**config.mk**
```make
export PLATFORM = sky130hd
export DESIGN_NAME = integer_to_radix_text
export DESIGN_NICKNAME = d
export VERILOG_FILES = /design/src/rtl/itrt_pkg.sv /design/src/rtl/itrt_front.sv /design/src/rtl/itrt_jobq.sv /design/src/rtl/itrt_back.sv /design/src/rtl/integer_to_radix_text.sv
export SDC_FILE = /design/constraint.sdc
export NUM_CORES = 1
export LEC_CHECK = 0
export ABC_AREA = 1
export BUFFER_PORTS_ARGS = -buffer_cell sky130_fd_sc_hd__buf_2
export CORE_ASPECT_RATIO = 1.75
export CORE_MARGIN = 2
export CORE_UTILIZATION = 45
export DETAILED_ROUTE_END_ITERATION = 16
export PLACE_DENSITY = 0.71
export SYNTH_ARGS = -nofsm -noshare
export SYNTH_HDL_FRONTEND = slang
export SYNTH_SLANG_ARGS = --single-unit
```
**constraint.sdc**
```tcl
create_clock -name clk -period 18.8 [get_ports clk]
set_clock_uncertainty 0.2 [all_clocks]
set_input_delay 2.82 -clock clk [delete_from_list [all_inputs] [get_ports clk]]
set_output_delay 2.82 -clock clk [all_outputs]
set_load 0.01 [all_outputs]
```
**src/rtl/itrt_pkg.sv**
```systemverilog
`default_nettype none

package itrt_pkg;

  localparam int VALUE_BITS  = 32;
  localparam int MAX_RADIX   = 36;
  localparam int RADIX_MIN   = 2;
  localparam int RADIX_DEC   = 10;
  localparam int DIGIT_W     = 6;
  localparam int CHAR_W      = 8;
  localparam int STEP_BITS   = 8;
  localparam int DIV_STEPS   = VALUE_BITS / STEP_BITS;
  localparam int STEP_CNT_W  = (DIV_STEPS > 1) ? $clog2(DIV_STEPS) : 1;
  localparam int CNT_W       = $clog2(VALUE_BITS + 1);
  localparam int JOBQ_DEPTH  = 2;
  localparam int JOBQ_PTR_W  = (JOBQ_DEPTH > 1) ? $clog2(JOBQ_DEPTH) : 1;
  localparam int JOBQ_CNT_W  = $clog2(JOBQ_DEPTH + 1);

  localparam logic [CHAR_W-1:0] CHAR_ZERO  = 8'h30;
  localparam logic [CHAR_W-1:0] CHAR_A     = 8'h61;
  localparam logic [CHAR_W-1:0] CHAR_MINUS = 8'h2d;
  localparam logic [CHAR_W-1:0] CHAR_NUL   = 8'h00;

  typedef struct packed {
    logic signed [VALUE_BITS-1:0] value;
    logic [DIGIT_W-1:0]           radix;
  } in_req_t;

  typedef struct packed {
    logic [CHAR_W-1:0] character;
    logic              last;
  } out_req_t;

  typedef struct packed {
    logic [VALUE_BITS-1:0] mag;
    logic [DIGIT_W-1:0]    radix;
    logic                  neg;
    logic                  bad;
  } job_t;

  function automatic logic [CHAR_W-1:0] digit_char(input logic [DIGIT_W-1:0] d);
    if (d < DIGIT_W'(RADIX_DEC)) begin
      return CHAR_ZERO + CHAR_W'(d);
    end else begin
      return CHAR_A + CHAR_W'(d) - CHAR_W'(RADIX_DEC);
    end
  endfunction

endpackage

`default_nettype wire

```
**src/rtl/itrt_front.sv**
```systemverilog
`default_nettype none

module itrt_front (
  input  wire itrt_pkg::in_req_t in_data,
  output itrt_pkg::job_t         job
);
  import itrt_pkg::*;

  logic sign_bit;
  logic is_dec;

  assign sign_bit = in_data.value[VALUE_BITS-1];
  assign is_dec   = (in_data.radix == DIGIT_W'(RADIX_DEC));

  always_comb begin
    job.radix = in_data.radix;
    job.bad   = !(in_data.radix inside {[RADIX_MIN:MAX_RADIX]});
    job.neg   = sign_bit && is_dec;
    if (sign_bit && is_dec) begin
      job.mag = VALUE_BITS'(0) - VALUE_BITS'(in_data.value);
    end else begin
      job.mag = VALUE_BITS'(in_data.value);
    end
  end

endmodule

`default_nettype wire

```
**src/rtl/itrt_jobq.sv**
```systemverilog
`default_nettype none

module itrt_jobq (
  input  wire                  clk,
  input  wire                  rst_n,
  input  wire                  push,
  output logic                 full,
  input  wire itrt_pkg::job_t  wdata,
  output logic                 avail,
  input  wire                  pop,
  output itrt_pkg::job_t       rdata
);
  import itrt_pkg::*;

  job_t                  mem_r [JOBQ_DEPTH];
  logic [JOBQ_PTR_W-1:0] wr_ptr_r, wr_ptr_nxt;
  logic [JOBQ_PTR_W-1:0] rd_ptr_r, rd_ptr_nxt;
  logic [JOBQ_CNT_W-1:0] count_r, count_nxt;
  logic                  do_push, do_pop;

  assign full    = (count_r == JOBQ_CNT_W'(JOBQ_DEPTH));
  assign avail   = (count_r != '0);
  assign do_push = push && !full;
  assign do_pop  = pop && avail;
  assign rdata   = mem_r[rd_ptr_r];

  always_comb begin
    wr_ptr_nxt = wr_ptr_r;
    rd_ptr_nxt = rd_ptr_r;
    count_nxt  = count_r;
    if (do_push) begin
      wr_ptr_nxt = (wr_ptr_r == JOBQ_PTR_W'(JOBQ_DEPTH - 1)) ? '0 : wr_ptr_r + 1'b1;
    end
    if (do_pop) begin
      rd_ptr_nxt = (rd_ptr_r == JOBQ_PTR_W'(JOBQ_DEPTH - 1)) ? '0 : rd_ptr_r + 1'b1;
    end
    if (do_push && !do_pop) begin
      count_nxt = count_r + 1'b1;
    end else if (do_pop && !do_push) begin
      count_nxt = count_r - 1'b1;
    end
  end

  always_ff @(posedge clk) begin
    if (!rst_n) begin
      wr_ptr_r <= '0;
      rd_ptr_r <= '0;
      count_r  <= '0;
    end else begin
      wr_ptr_r <= wr_ptr_nxt;
      rd_ptr_r <= rd_ptr_nxt;
      count_r  <= count_nxt;
    end
  end

  always_ff @(posedge clk) begin
    if (do_push) begin
      mem_r[wr_ptr_r] <= wdata;
    end
  end

endmodule

`default_nettype wire

```
**src/rtl/itrt_back.sv**
```systemverilog
`default_nettype none

module itrt_back (
  input  wire                   clk,
  input  wire                   rst_n,
  input  wire                   job_avail,
  input  wire itrt_pkg::job_t   job,
  output logic                  job_pop,
  output logic                  out_empty,
  input  wire                   out_pop,
  output itrt_pkg::out_req_t    out_data
);
  import itrt_pkg::*;

  localparam logic [2:0] ST_IDLE  = 3'd0;
  localparam logic [2:0] ST_DIV   = 3'd1;
  localparam logic [2:0] ST_SIGN  = 3'd2;
  localparam logic [2:0] ST_DIGIT = 3'd3;
  localparam logic [2:0] ST_END   = 3'd4;

  logic [2:0]            state_r, state_nxt;
  logic [VALUE_BITS-1:0] work_r, work_nxt;
  logic [DIGIT_W-1:0]    rad_r, rad_nxt;
  logic [DIGIT_W-1:0]    rem_r, rem_nxt;
  logic [STEP_CNT_W-1:0] step_r, step_nxt;
  logic [CNT_W-1:0]      cnt_r, cnt_nxt;
  logic                  neg_r, neg_nxt;
  logic                  out_valid_r, out_valid_nxt;
  out_req_t              out_data_r, out_data_nxt;
  logic [DIGIT_W-1:0]    stk_r [VALUE_BITS];
  logic                  stk_push, stk_pop;

  logic [VALUE_BITS-1:0] div_work;
  logic [DIGIT_W-1:0]    div_rem;
  logic                  adv;

  always_comb begin
    logic [DIGIT_W:0]      t;
    logic [VALUE_BITS-1:0] wk;
    logic                  q;
    wk = work_r;
    t  = {1'b0, rem_r};
    for (int i = 0; i < STEP_BITS; i++) begin
      t  = {t[DIGIT_W-1:0], wk[VALUE_BITS-1]};
      q  = (t >= {1'b0, rad_r});
      if (q) begin
        t = t - {1'b0, rad_r};
      end
      wk = {wk[VALUE_BITS-2:0], q};
    end
    div_work = wk;
    div_rem  = t[DIGIT_W-1:0];
  end

  assign adv       = !out_valid_r || out_pop;
  assign job_pop   = (state_r == ST_IDLE) && job_avail;
  assign out_empty = !out_valid_r;
  assign out_data  = out_data_r;

  always_comb begin
    state_nxt     = state_r;
    work_nxt      = work_r;
    rad_nxt       = rad_r;
    rem_nxt       = rem_r;
    step_nxt      = step_r;
    cnt_nxt       = cnt_r;
    neg_nxt       = neg_r;
    out_valid_nxt = out_valid_r && !out_pop;
    out_data_nxt  = out_data_r;
    stk_push      = 1'b0;
    stk_pop       = 1'b0;
    case (state_r)
      ST_IDLE: begin
        if (job_avail) begin
          work_nxt = job.mag;
          rad_nxt  = job.radix;
          neg_nxt  = job.neg;
          rem_nxt  = '0;
          step_nxt = '0;
          cnt_nxt  = '0;
          state_nxt = job.bad ? ST_END : ST_DIV;
        end
      end
      ST_DIV: begin
        work_nxt = div_work;
        rem_nxt  = div_rem;
        step_nxt = step_r + 1'b1;
        if (step_r == STEP_CNT_W'(DIV_STEPS - 1)) begin
          stk_push = 1'b1;
          cnt_nxt  = cnt_r + 1'b1;
          rem_nxt  = '0;
          step_nxt = '0;
          if (div_work == '0 || cnt_r == CNT_W'(VALUE_BITS - 1)) begin
            state_nxt = neg_r ? ST_SIGN : ST_DIGIT;
          end
        end
      end
      ST_SIGN: begin
        if (adv) begin
          out_valid_nxt          = 1'b1;
          out_data_nxt.character = CHAR_MINUS;
          out_data_nxt.last      = 1'b0;
          state_nxt              = ST_DIGIT;
        end
      end
      ST_DIGIT: begin
        if (adv) begin
          out_valid_nxt          = 1'b1;
          out_data_nxt.character = digit_char(stk_r[0]);
          out_data_nxt.last      = 1'b0;
          stk_pop                = 1'b1;
          cnt_nxt                = cnt_r - 1'b1;
          if (cnt_r == CNT_W'(1)) begin
            state_nxt = ST_END;
          end
        end
      end
      ST_END: begin
        if (adv) begin
          out_valid_nxt          = 1'b1;
          out_data_nxt.character = CHAR_NUL;
          out_data_nxt.last      = 1'b1;
          state_nxt              = ST_IDLE;
        end
      end
      default: begin
        state_nxt = ST_IDLE;
      end
    endcase
  end

  always_ff @(posedge clk) begin
    if (!rst_n) begin
      state_r     <= ST_IDLE;
      out_valid_r <= 1'b0;
      cnt_r       <= '0;
      step_r      <= '0;
    end else begin
      state_r     <= state_nxt;
      out_valid_r <= out_valid_nxt;
      cnt_r       <= cnt_nxt;
      step_r      <= step_nxt;
    end
  end

  always_ff @(posedge clk) begin
    work_r     <= work_nxt;
    rad_r      <= rad_nxt;
    rem_r      <= rem_nxt;
    neg_r      <= neg_nxt;
    out_data_r <= out_data_nxt;
  end

  always_ff @(posedge clk) begin
    if (stk_push) begin
      stk_r[0] <= div_rem;
      for (int i = 1; i < VALUE_BITS; i++) begin
        stk_r[i] <= stk_r[i-1];
      end
    end else if (stk_pop) begin
      for (int i = 0; i < VALUE_BITS - 1; i++) begin
        stk_r[i] <= stk_r[i+1];
      end
    end
  end

endmodule

`default_nettype wire

```
**src/rtl/integer_to_radix_text.sv**
```systemverilog
// Signed integer to ASCII text in radix 2 to 36.
// Input queue port: drive in_data (value, radix) and in_push; a request is
// taken on a clock edge with in_push high and in_full low. A two-entry job
// queue sits behind the input classifier, so up to two requests wait while
// an earlier one converts.
// Result queue port: while out_empty is low, out_data holds the next
// character; pulse out_pop to take it. Characters come most significant
// first, a '-' leads in radix 10 for negative values, and each request ends
// with a NUL character carrying last. A bad radix yields only the NUL.
// Timing: the divider retires 8 quotient bits per cycle and works through
// all bits of the value for each digit. A request holds the converter
// from leaving the job queue until its NUL is issued; all digits are
// divided out before the sign, the digits and the NUL are sent, so the
// first character appears only after the last digit is divided out.
// On a receiver stall the converter holds its character, dividing on but
// stopping at the next; new requests fill the job queue until in_full rises.
// Reset (rst_n low, synchronous) empties both queues and idles the converter.
`default_nettype none

module integer_to_radix_text (
  input  wire                    clk,
  input  wire                    rst_n,
  input  wire                    in_push,
  output logic                   in_full,
  input  wire itrt_pkg::in_req_t in_data,
  output logic                   out_empty,
  input  wire                    out_pop,
  output itrt_pkg::out_req_t     out_data
);
  import itrt_pkg::*;

  job_t job_in;
  job_t job_out;
  logic job_avail;
  logic job_pop;

  itrt_front u_front (
    .in_data (in_data),
    .job     (job_in)
  );

  itrt_jobq u_jobq (
    .clk   (clk),
    .rst_n (rst_n),
    .push  (in_push),
    .full  (in_full),
    .wdata (job_in),
    .avail (job_avail),
    .pop   (job_pop),
    .rdata (job_out)
  );

  itrt_back u_back (
    .clk       (clk),
    .rst_n     (rst_n),
    .job_avail (job_avail),
    .job       (job_out),
    .job_pop   (job_pop),
    .out_empty (out_empty),
    .out_pop   (out_pop),
    .out_data  (out_data)
  );

  a_last_is_nul: assert property (@(posedge clk) disable iff (!rst_n)
    (!out_empty && out_data.last) |-> (out_data.character == CHAR_NUL))
    else $error("terminator carries a non-NUL character");

  a_body_not_nul: assert property (@(posedge clk) disable iff (!rst_n)
    (!out_empty && !out_data.last) |-> (out_data.character != CHAR_NUL))
    else $error("NUL character without last");

  a_full_has_jobs: assert property (@(posedge clk) disable iff (!rst_n)
    in_full |-> job_avail)
    else $error("input full while job queue is empty");

endmodule

`default_nettype wire
```
==> results_dict.tcl <==
set metrics [dict create \
    run_status "finished, final reports clean" \
    netlist_instances 1836 \
    hpwl_um 26300 \
    final_cell_count_no_fill 2389 \
    cts.sinks 343 \
    dieArea_mm2 0.0409 \
    post_drt_wl_per_cell_um 15.8 \
    hold_path.class "flop to flop" \
    drt_iter0_markers 803 \
    path_max_fanout 11 \
    worstSetupPathType "flop to flop" \
    synth_compound_area_share_pct 8.65 \
    ys_top_cells_by_area "edfxtp_1 55%, nand2_1 13%, o21ai_0 4.3%" \
    max_cap_violations 0 \
    grt-ovfl-total 0 \
    path_buf_inv 10 \
    clk_latency_ns 0.58 \
    worstMarginPinSlew_ns 1.14 \
    yosys.area_share.simple_pct 19.2 \
    r2r-end "u_back.stk_r[0][2]" \
    clk_pin_slew_worst_paths_ns 0.06 \
    tns_ns 0 \
    grt_pass1_wl_um 60900 \
    ys_ff_latch 343 \
    yosys.area.top_type "edfxtp_1" \
    synth_top_area_share_pct 55.5 \
    cts_resized 0 \
    grt_antenna_before_repair 11 \
    slew_viol_final 0 \
    rsz0062_at_grt "false" \
    fillers 3565 \
    wirelength_um 37800 \
    drc 0 \
    cts_hold_buffers 0 \
    syn_avg_cell_area_um2 9.62 \
    layout-drive-gt1-share_pct 9.17 \
    core_mm2 0.0389 \
    multi_input_area_mm2 0.00656 \
    setup_viol 0 \
    synthXorXnorAreaFrac_pct 3.03 \
    period_needed_ns 14.68 \
    cts_buffers 31 \
    synthMuxAreaShare_pct 0.957 \
    synth_top_family_by_area "simple AND/OR/NAND/NOR gates" \
    row_count 96 \
    vias 12600 \
    final_nets 1981 \
    grt_pass1_vias 12400 \
    worstPathRequired_ns 18.89 \
    synth_adder_area_share_pct 5.09 \
    die_h_um 266 \
    synth_edf_count 326 \
    arrival_ns 14.77 \
    die_w_um 154 \
    ys.flop_type "edfxtp_1" \
    relSlewSlack_pct 24.1 \
    drt-pass1-iter-count 7 \
    cp_num_cells 78 \
    dp_cells 2329 \
    hold_violations 0 \
    grt_start_max_net_pins 120 \
    cts_max_level 1 \
    fmax_mhz 68.1 \
    final_antenna_net_count 0 \
    r2r_setup_slack_ns 4.12 \
    syn2layout_area_growth_pct 9.97 \
    hold_depth 1 \
    hold_start "u_jobq.rd_ptr_r" \
    place.gp.congestion 0.890 \
    period_share_pct 78.1 \
    port_buffers 52 \
    postCtsSetupBuffers 0 \
    ys_seq_area_share_pct 57.4 \
    grt_usage_pct 18.2 \
    ff2ff_path_depth 78 \
    syn_nets 1945 \
    endpoint_kind "flop" \
    ys_types 48 \
    synth_area_mm2 0.0177 \
    synthArstFlopShare_pct 0 \
    cts_tree "done" \
    reg2reg_from "u_back.rad_r[1]" \
    max_stage_delay_ns 0.68 \
    ioPinCount 53 \
    max-clock-path-buffers 3 \
    viasPerCell 5.28 \
    cts-root-buf "clkbuf_16" \
    crit_slowest_cell "edfxtp_1" \
    cp-start-kind "flop" \
    ff_latch_area_mm2 0.0101 \
    post-route-util_pct 49.9 \
    ys_warn_count 0 \
    start_util_pct 45.4 \
    worstHoldEndpoint "u_jobq.rd_ptr_r" \
    cp_top_family "compound AO/OA/AOI/OAI gates" \
]
[metal layers]
metal | global-route usage [%] | up-vias | part of all wire, %
met4 | 8.75 | 18 | 4.7
met2 | 33.8 | 267 | 53
met3 | 3.03 | 123 | 4.1
met5 | 0 | - | 0.27
li1 | - | 6202 | -
met1 | 20.0 | 5998 | 38
[area by class of cell]
cell class	instances	area share [%]
timing repair buffer	64	1.80
multi-input combinational	1233	33.8
sequential	343	52.2
inverter	199	3.87
clock buffer	43	4.28
tap	490	3.16
clock inverter	15	0.902
antenna	2	0.0258
[cell usage after synthesis (all sizes together), types with 2 or more instances]
cell      n
nand4    20
o31ai     2
fa        8
xor2     31
xnor2    30
nand3    38
mux2i     9
dfxtp    17
buf      10
o21ai   171
edfxtp  326
o211ai   17
mux2      7
a211oi    3
nor3     16
or2      10
nand3b    4
nor4      7
inv     198
clkbuf   51
a21o      2
o21bai    3
nor2     86
ha       59
o21a      4
a31oi     6
nand2   633
a21oi    61
[sequential cells by signal, indices dropped and copies added (netlist names), named ones only]
| register | cells |
|---|---|
| u_jobq.rd_ptr_r | 1 |
| u_back.work_r | 32 |
| u_back.out_valid_r | 1 |
| u_back.step_r | 2 |
| u_back.rad_r | 6 |
| u_back.state_r | 3 |
| u_back.neg_r | 1 |
| u_back.rem_r | 6 |
| u_back.out_data | 9 |
| u_back.cnt_r | 6 |
| u_jobq.mem_r | 80 |
| u_jobq.wr_ptr_r | 1 |
| u_back.stk_r | 192 |
| u_jobq.count_r | 2 |
[cells in the final DEF (no fill, tap or decap), types with 17 or more instances in the layout]
master     count
nor2_1        79
nand4_1       20
xnor2_1       30
edfxtp_1     326
nand3_1       27
o21ai_0      153
clkbuf_16     31
ha_1          59
inv_1        194
a21oi_1       59
xor2_1        31
nand2_1      620
buf_2         52
o211ai_1      17
[logic make-up after synthesis]
family / after synthesis
compound gates: 274
xor+xnor: 61
fa+ha+maj: 67
buf+inv: 260
flops: 343
mux: 16
simple gates: 815
[metrics by stage]
step	area [um2]	hold slack [ns]	worst slack, ns
after detailed placement	18400	0.239	4.20
final	19400	0.260	4.12
after CTS	19400	0.250	4.20
after floorplan	17700	0.226	6.30
after global routing	19400	0.279	2.57
after global placement	18400	0.229	4.84
[how the worst max path moves through the flow]
stage | from | to | slack (ns)
after floorplan | u_back.rad_r[1] | u_back.stk_r[0][1] | 6.30
after global placement | u_back.rad_r[1] | u_back.stk_r[0][2] | 4.84
after detailed placement | u_back.rad_r[1] | u_back.stk_r[0][2] | 4.20
after CTS | u_back.rad_r[1] | u_back.stk_r[0][2] | 4.20
after global routing | u_back.rad_r[1] | u_back.stk_r[0][2] | 2.57
final | u_back.rad_r[1] | u_back.stk_r[0][2] | 4.12
Power is left out: the tool's default activity adds up to more than one toggle a clock period on the data nets, which glitch-free logic cannot reach.
